==> config.mk <==
export PLATFORM = sky130hd
export DESIGN_NAME = csl_ram
export DESIGN_NICKNAME = d
export VERILOG_FILES = /design/src/rtl/core/concatenated_segment_locator_core_assert.svh /design/src/rtl/core/csl_ram.sv
export SDC_FILE = /design/constraint.sdc
export NUM_CORES = 1
export LEC_CHECK = 0
export ABC_CLOCK_PERIOD_IN_PS = 2100
export BUFFER_PORTS_ARGS = -buffer_cell sky130_fd_sc_hd__buf_4
export CORE_MARGIN = 4
export CORE_UTILIZATION = 35
export CTS_CLUSTER_DIAMETER = 80
export DETAILED_ROUTE_END_ITERATION = 8
export PLACE_DENSITY = 0.53
export SYNTH_ARGS = -nofsm -noshare
export SYNTH_HDL_FRONTEND = slang
export SYNTH_SLANG_ARGS = --single-unit
==> constraint.sdc <==
create_clock -name clk -period 2.1 [get_ports clk]
set_input_delay 0.21 -clock clk [delete_from_list [all_inputs] [get_ports clk]]
set_output_delay 0.21 -clock clk [all_outputs]
set_load 0.1 [all_outputs]
==> src/rtl/core/concatenated_segment_locator_core_assert.svh <==
// Assertion macros for the concatenated segment locator core.
// Included by the RTL files that assert; no other dependencies.
`ifndef CONCATENATED_SEGMENT_LOCATOR_CORE_ASSERT_SVH
`define CONCATENATED_SEGMENT_LOCATOR_CORE_ASSERT_SVH

`ifndef SYNTHESIS
// Checked on every rising edge of clk while rst_n is high.
`define CSL_ASSERT(lbl, prop, msg) \
  lbl: assert property (@(posedge clk) disable iff (!rst_n) (prop)) else $error(msg);
// Checked on every rising edge of clk, reset included.
`define CSL_ASSERT_ALWAYS(lbl, prop, msg) \
  lbl: assert property (@(posedge clk) (prop)) else $error(msg);
`else
`define CSL_ASSERT(lbl, prop, msg)
`define CSL_ASSERT_ALWAYS(lbl, prop, msg)
`endif

`endif

==> src/rtl/core/csl_ram.sv <==
// Generic simple dual-port RAM: one write port, one read port, registered read.
// No dependencies.
module csl_ram #(
  parameter int unsigned WIDTH = 8,
  parameter int unsigned DEPTH = 16
) (
  input  logic                     clk,
  input  logic                     we,
  input  logic [$clog2(DEPTH)-1:0] waddr,
  input  logic [WIDTH-1:0]         wdata,
  input  logic [$clog2(DEPTH)-1:0] raddr,
  output logic [WIDTH-1:0]         rdata
);

  logic [WIDTH-1:0] mem [DEPTH];

  always_ff @(posedge clk) begin
    if (we) begin
      mem[waddr] <= wdata;
    end
    rdata <= mem[raddr];
  end

endmodule

==> Yosys cells after proc, flatten, opt, wreduce, memory -nomap -nowiden <==
Memory sizes are Yosys's and may differ from the RTL's. A register that Yosys moved wholly into a read port is not among the register bits.
Index checks and enable logic that the tools add are counted.
{ "totals": {"regBits": 0, "ramBits": 128, "mem_count": 1, "out_inout_bits": 8, "in_bits": 18} }
{ "memory_table": {"columns": ["memory", "depth", "width", "read_ports", "rd_ports_with_merged_regs", "wr", "line", "text"], "rows": [
  ["mem", 16, 8, 1, 1, 1, "csl_ram.sv:15", "logic [WIDTH-1:0] mem [DEPTH];"]
]} }
{ "op_classes": {"muxes": 2} }
{ "ops": {"columns": ["operator", "count"], "rows": [
  ["$mux 1", 2]
]} }

==> Depth between registers and ports, before layout <==
Gate-level depths: netlist of the first run.
{ "depth": {"ltp_word": 2, "depth_mapped": 5} }

==> Worst setup path before layout of the first run <==
OpenSTA, ideal clock, no wires.
{ "synth_timing": {"path_type": "in2reg", "from": "input port waddr[2]", "to": "memory mem[0][0] (enable)", "arrival_time_ns": 1.320, "cell_stages": 2, "setup_slack_ns": 0.397, "path_buffers": 0, "setup_ns": 0.383, "required_time_ns": 1.717, "cell_sequence": "or3b_2 -> nor3_1"} }
{ "synth_lines": {"columns": ["item", "line", "text"], "rows": [
  ["from (decl)", "csl_ram.sv:9", "input logic [$clog2(DEPTH)-1:0] waddr,"],
  ["to (decl)", "csl_ram.sv:15", null]
]} }
Straight into the memory's write port.

==> flow_summary.yaml, run 1 <==
critical_path:
  end_kind: "flip-flop"
  crit_family: "multiplexers"
  crit_type: "reg -> reg"
  cp.arrival_ns: 1.69
  crit_path_top_delay_cell: "mux4_1"
  path_cells: "mux4_1 > a22oi_1 > nand2_1"
  critPathBufInv: 0
  worstPathRequired_ns: 2.38
  crit_fanout: 1
  cp-start-kind: "flip-flop"
  slowest_delay_ns: 0.52
floorplan:
  die_x_um: 129
  initial_utilization: 0.356
  num_io_pins: 26
  rows: 44
  die_area_sq_um: 16700
  die_y_um: 129
  core_area_sq_um: 14500
layout:
  syn_to_final_growth_pct: 21.3
  layout.area.seq_sq_um: 4000
  drive_gt1_frac: 0.314
  layout_common_cells: "edfxtp_1 (128), buf_4 (44), mux4_2 (18), clkbuf_16 (17), a22oi_1 (16)"
  multi_input_area_sq_um: 1060
  nFillCells: 1246
  antenna-diode-count: 0
  fin_area_sq_um: 6240
  layout_commonest_cell: "edfxtp_1"
  nets: 301
placement:
  dp_hpwl_um: 6730
  place_area_sq_um: 5640
  gp_congestion: 0.715
  portBuffers: 25
pwr:
  finalPower_w: 0.00644
  cellLeakagePower_nw: 2.12
  power_per_cell_area_nw_per_um2: 1030
  vdd_drop_max_mv: 0.545
grt:
  use_met3: 0.0387
  overflow: 0
  grt_use_met2: 0.196
  grt-busiest-layer: "met2"
  first_global_vias: 2581
  antenna_found_initial: 0
  grt_util_all_layers: 0.133
  grt_pass1_wl_um: 15700
  grt_max_degree: 33
  grt_util_met1: 0.188
flow_run:
  drv_cap: 0
timing:
  max_freq_mhz: 710
  period_share: 0.670
  period_needed_ns: 1.41
  rsz0062_at_grt: "false"
  finalClockSkew_ns: 0.00725
  hold_viol_final: 0
  slew_violations: 0
  worst_pin_slew_ns: 0.665
  fin_setup_tns_ns: 0
  setup_violations: 0
  slew_headroom: 0.555
yosys:
  synth_seq_cells: 136
  avgSynthCellArea_sq_um: 22.5
  post_synth_instance_area_sq_um: 5150
  synth_cell_types: 19
  synthCells: 229
  ys_seq_area_frac: 0.778
  yosysWarnings: 0
  syn_nets: 247
clock_network:
  cts_sinks: 136
  post_cts_buffers: 0
  clk_latency_ns: 0.41
  hold_buffers: 0
  htreeDepth: 4
  cts_buffer_depth: 2
  cts-resized-gates: 0
  cts.reportedPaths.clkPinSlew_ns: 0.05
  cts_buffers: 17
  cts_tree: "yes"
  cts-root-buf: "clkbuf_16"
detailed_routing:
  drtIter0Drc: 229
  firstDrtPassIters: 4
  drcViolationCount: 0
  vias: 2444
  ant_nets: 0
  avgViaCountPerCell: 5.09
  drt-total-wl_um: 10100
  wl_per_cell_um: 21.1
run_status:
  outcome: "complete, no violations"
worst_hold_path:
  hold_path.class: "in -> reg"
==> kinds of logic (layout without fill, tap and decap cells) <==
kind of cell | Yosys count | after routing | share of synthesized area
mux | 32 | 32 | 0.150
buf+inv | 10 | 77 | 0.0168
simple gates | 35 | 35 | 0.0318
flops | 136 | 136 | 0.778
compound gates | 16 | 16 | 0.0233
==> Yosys cell counts, drive strengths merged <==
library cell / n / area, sq um
edfxtp: 128 / 3840
mux4: 32 / 773
a22oi: 16 / 120
nor2: 13 / 48.8
nand2: 9 / 33.8
dfxtp: 8 / 160
buf: 7 / 56.3
nor3: 4 / 20.0
clkdlybuf4s25: 3 / 30.0
nand2b: 2 / 12.5
nand3b: 2 / 15.0
and2: 1 / 6.26
and2b: 1 / 7.51
nand3: 1 / 5.00
nor2b: 1 / 6.26
or3b: 1 / 8.76
==> per-layer routing <==
metal | wire, um | vias to the layer above
met5 | 0 | -
met4 | 128 | 0
met3 | 609 | 11
met2 | 4800 | 78
met1 | 4580 | 1271
li1 | - | 1084
==> registers in the layout, summed over array words and instances (netlist names) <==
signal and flops:
mem 128, rdata 8
==> worst register-to-register path: stages, from the launching register on <==
cell	delay, ns
edfxtp_1	0.35
mux4_1	0.52
a22oi_1	0.33
nand2_1	0.08
==> through the flow <==
stage                     hold WS (ns)   util  cells  setup slack [ns]
final                            0.113  0.431    480             0.692
after CTS                       0.0978  0.431    480             0.687
after global placement           0.524  0.390    448             0.353
after global routing             0.114  0.431    480             0.578
after detailed placement         0.531  0.390    448             0.379
after floorplan                  0.309      -    229             0.397
==> power breakdown <==
part | switching [W] | internal (W)
registers | 0.0000224 | 0.00304
clock network | 0.00100 | 0.00195
logic | 0.000291 | 0.000141
==> area by class of cell <==
class	instances	share of cell area
tap	184	0.0369
timing repair buffer	45	0.0561
clock buffer	23	0.0766
sequential	136	0.641
clock inverter	9	0.0196
multi-input combinational	83	0.169
==> worst paths after layout <==
check,start,to,cells past startpoint,slack (ns)
setup / recovery,mem[9][3]$_DFFE_PP_,rdata[3]$_DFF_P_,3,0.69
hold / removal,wdata[5],mem[0][5]$_DFFE_PP_,1,0.11
setup reg to reg,mem[9][3]$_DFFE_PP_,rdata[3]$_DFF_P_,3,0.69
hold reg to reg,mem[4][6]$_DFFE_PP_,rdata[6]$_DFF_P_,3,0.68
(Power assumes the default switching activity.)
==> inputs of run 2 (changes only) <==
- ABC_CLOCK_PERIOD_IN_PS: 2100 -> 1350
- clock period: 2.1 -> 1.35 ns (I/O delays scaled with it)
==> run 2 against run 1 <==
Register-to-register slack worse by 0.64 ns. Hold slack worse by 0.084 ns. Non-clock buffer count is 14 higher. Flip-flop and latch count stayed put. Combinational power is 70% higher. Clock power is 60% higher. Total power is 58% higher. Design area is 3.4% higher. Clock-buffer cell count is 6 lower. Critical path depth stayed put. Core utilization is 1.5 points higher. Routed wire length is 2.4% higher. Critical endpoint unchanged. Highest routed layer unchanged.
==> flow_summary.yaml, run 2 (same netlist as run 1, synthesis figures left out) <==
layout:
  largest_reg_flops: 128
  syn_to_final_growth_pct: 25.4
  nFillCells: 1261
  post-route-util: 0.446
  layout_common_cells: "edfxtp_1 (128), buf_4 (53), mux4_2 (21), clkbuf_16 (17), nor2_1 (13)"
  instances_no_fill: 494
  nets: 315
  reg.largest.list: "mem: 128 flops, rdata: 8 flops"
  antenna-diode-count: 0
  layout_commonest_cell: "edfxtp_1"
  drive_gt1_frac: 0.384
  regMostFlops: "mem"
  fin_area_sq_um: 6450
timing:
  period_needed_ns: 1.30
  worst_pin_slew_ns: 0.989
  period_share: 0.960
  hold_viol_final: 0
  setup_violations: 0
  slew_headroom: 0.339
  max_freq_mhz: 772
  slew_violations: 0
  finalClockSkew_ns: 0.00442
critical_path:
  crit_fanout: 1
  crit_path_top_delay_cell: "mux4_1"
  r2r_cells: 3
  cp-start-kind: "flip-flop"
  slowest_delay_ns: 0.56
  ff2ff_setup_slack_ns: 0.05
  cp.arrival_ns: 1.59
  crit_type: "reg -> reg"
  regToRegStartpoint: "mem[5][3]$_DFFE_PP_"
  end_kind: "flip-flop"
  reg2reg_to: "rdata[3]$_DFF_P_"
  path_cells: "mux4_1 > a22oi_2 > nand2_1"
  worstPathRequired_ns: 1.65
clock_network:
  post_cts_buffers: 0
  cts_buffer_depth: 2
  cts_tree: "yes"
  cts-root-buf: "clkbuf_16"
  cts.reportedPaths.clkPinSlew_ns: 0.06
  htreeDepth: 4
  cts_buffers: 17
  clk_latency_ns: 0.41
  cts_sinks: 136
  hold_buffers: 0
floorplan:
  core_area_sq_um: 14500
  initial_utilization: 0.356
  die_y_um: 129
  num_io_pins: 26
  rows: 44
  die_area_sq_um: 16700
  die_x_um: 129
grt:
  grt_pass1_wl_um: 15700
  overflow: 0
  grt_max_degree: 17
  grt_util_all_layers: 0.134
  first_global_vias: 2552
  antenna_found_initial: 0
detailed_routing:
  drt-total-wl_um: 10400
  ant_nets: 0
  wl_per_cell_um: 21.0
  drcViolationCount: 0
  firstDrtPassIters: 5
  drtIter0Drc: 182
  vias: 2485
  avgViaCountPerCell: 5.03
placement:
  dp_hpwl_um: 7000
  place_area_sq_um: 5810
  portBuffers: 25
  dp.cells: 462
  gp_congestion: 0.767
run_status:
  outcome: "complete, no violations"
flow_run:
  drv_cap: 0
worst_hold_path:
  hold_path.class: "in -> reg"
  min_to: "mem[4][2]$_DFFE_PP_"
  min_path_cells: 1
  worstHoldStart: "wdata[2]"
pwr:
  cellLeakagePower_nw: 2.20
  vdd_drop_max_mv: 0.885
  power_per_cell_area_nw_per_um2: 1580
-- run 2: worst max-delay path by stage --
stage                              startpoint                  end  slack (ns)  cells after the start
after floorplan                      waddr[2]  mem[3][0]$_DFFE_PP_       -0.05                      2
after global placement               raddr[0]     rdata[1]$_DFF_P_       -0.24                      5
after detailed placement             raddr[0]     rdata[1]$_DFF_P_       -0.24                      5
after CTS                 mem[5][1]$_DFFE_PP_     rdata[1]$_DFF_P_       0.007                      3
after global routing      mem[1][2]$_DFFE_PP_     rdata[2]$_DFF_P_       -0.01                      3
final                     mem[5][3]$_DFFE_PP_     rdata[3]$_DFF_P_        0.05                      3
-- run 2: report_power, final --
part / switching, W / total, W / internal [W]
Clock: 0.00166 / 0.00471 / 0.00306
Sequential: 0.0000288 / 0.00475 / 0.00472
Combinational: 0.000469 / 0.000735 / 0.000266
Total: 0.00216 / 0.0102 / 0.00804
-- run 2: per-stage QoR --
stage                     power, W  setup WS [ns]  hold WS (ns)  setup TNS [ns]
after floorplan            0.00527        -0.0511         0.234           -1.50
after global routing        0.0106        -0.0115        0.0322         -0.0115
after detailed placement   0.00557         -0.240         0.458           -4.16
after global placement     0.00556         -0.242         0.445           -4.37
after CTS                   0.0103        0.00697        0.0201               0
final                       0.0102         0.0546        0.0290               0
-- run 2: routing by layer --
layer / track usage / part of all wire / vias to the layer above
met5: 0 / 0 / -
met4: 0.0513 / 0.013 / 0
met3: 0.0453 / 0.069 / 13
met2: 0.205 / 0.48 / 82
met1: 0.179 / 0.43 / 1286
li1: - / - / 1104
-- run 2: worst max-delay path, delay by kind of cell, from the launching register on --
| family | cells | cell delay [ns] |
|---|---|---|
| flops | 1 | 0.35 |
| simple gates | 1 | 0.07 |
| compound gates | 1 | 0.20 |
| mux | 1 | 0.56 |
-- run 2: cell type report --
class                           count  area, sq um  share of cell area
Clock buffer                       17          425              0.0659
Clock inverter                     15          184              0.0285
Multi-Input combinational cell     83         1090               0.169
Sequential cell                   136         4000               0.621
Tap cell                          184          230              0.0357
Timing Repair Buffer               59          518              0.0803
-- run 2: timing repair --
| action | 4_1_cts | 5_1_grt |
|---|---|---|
| setup endpoints to repair | 1 | 7 |
| endpoints found under the hold margin | 0 | 0 |
| gates resized for setup | 2 | 9 |
| pin swaps | 0 | 3 |
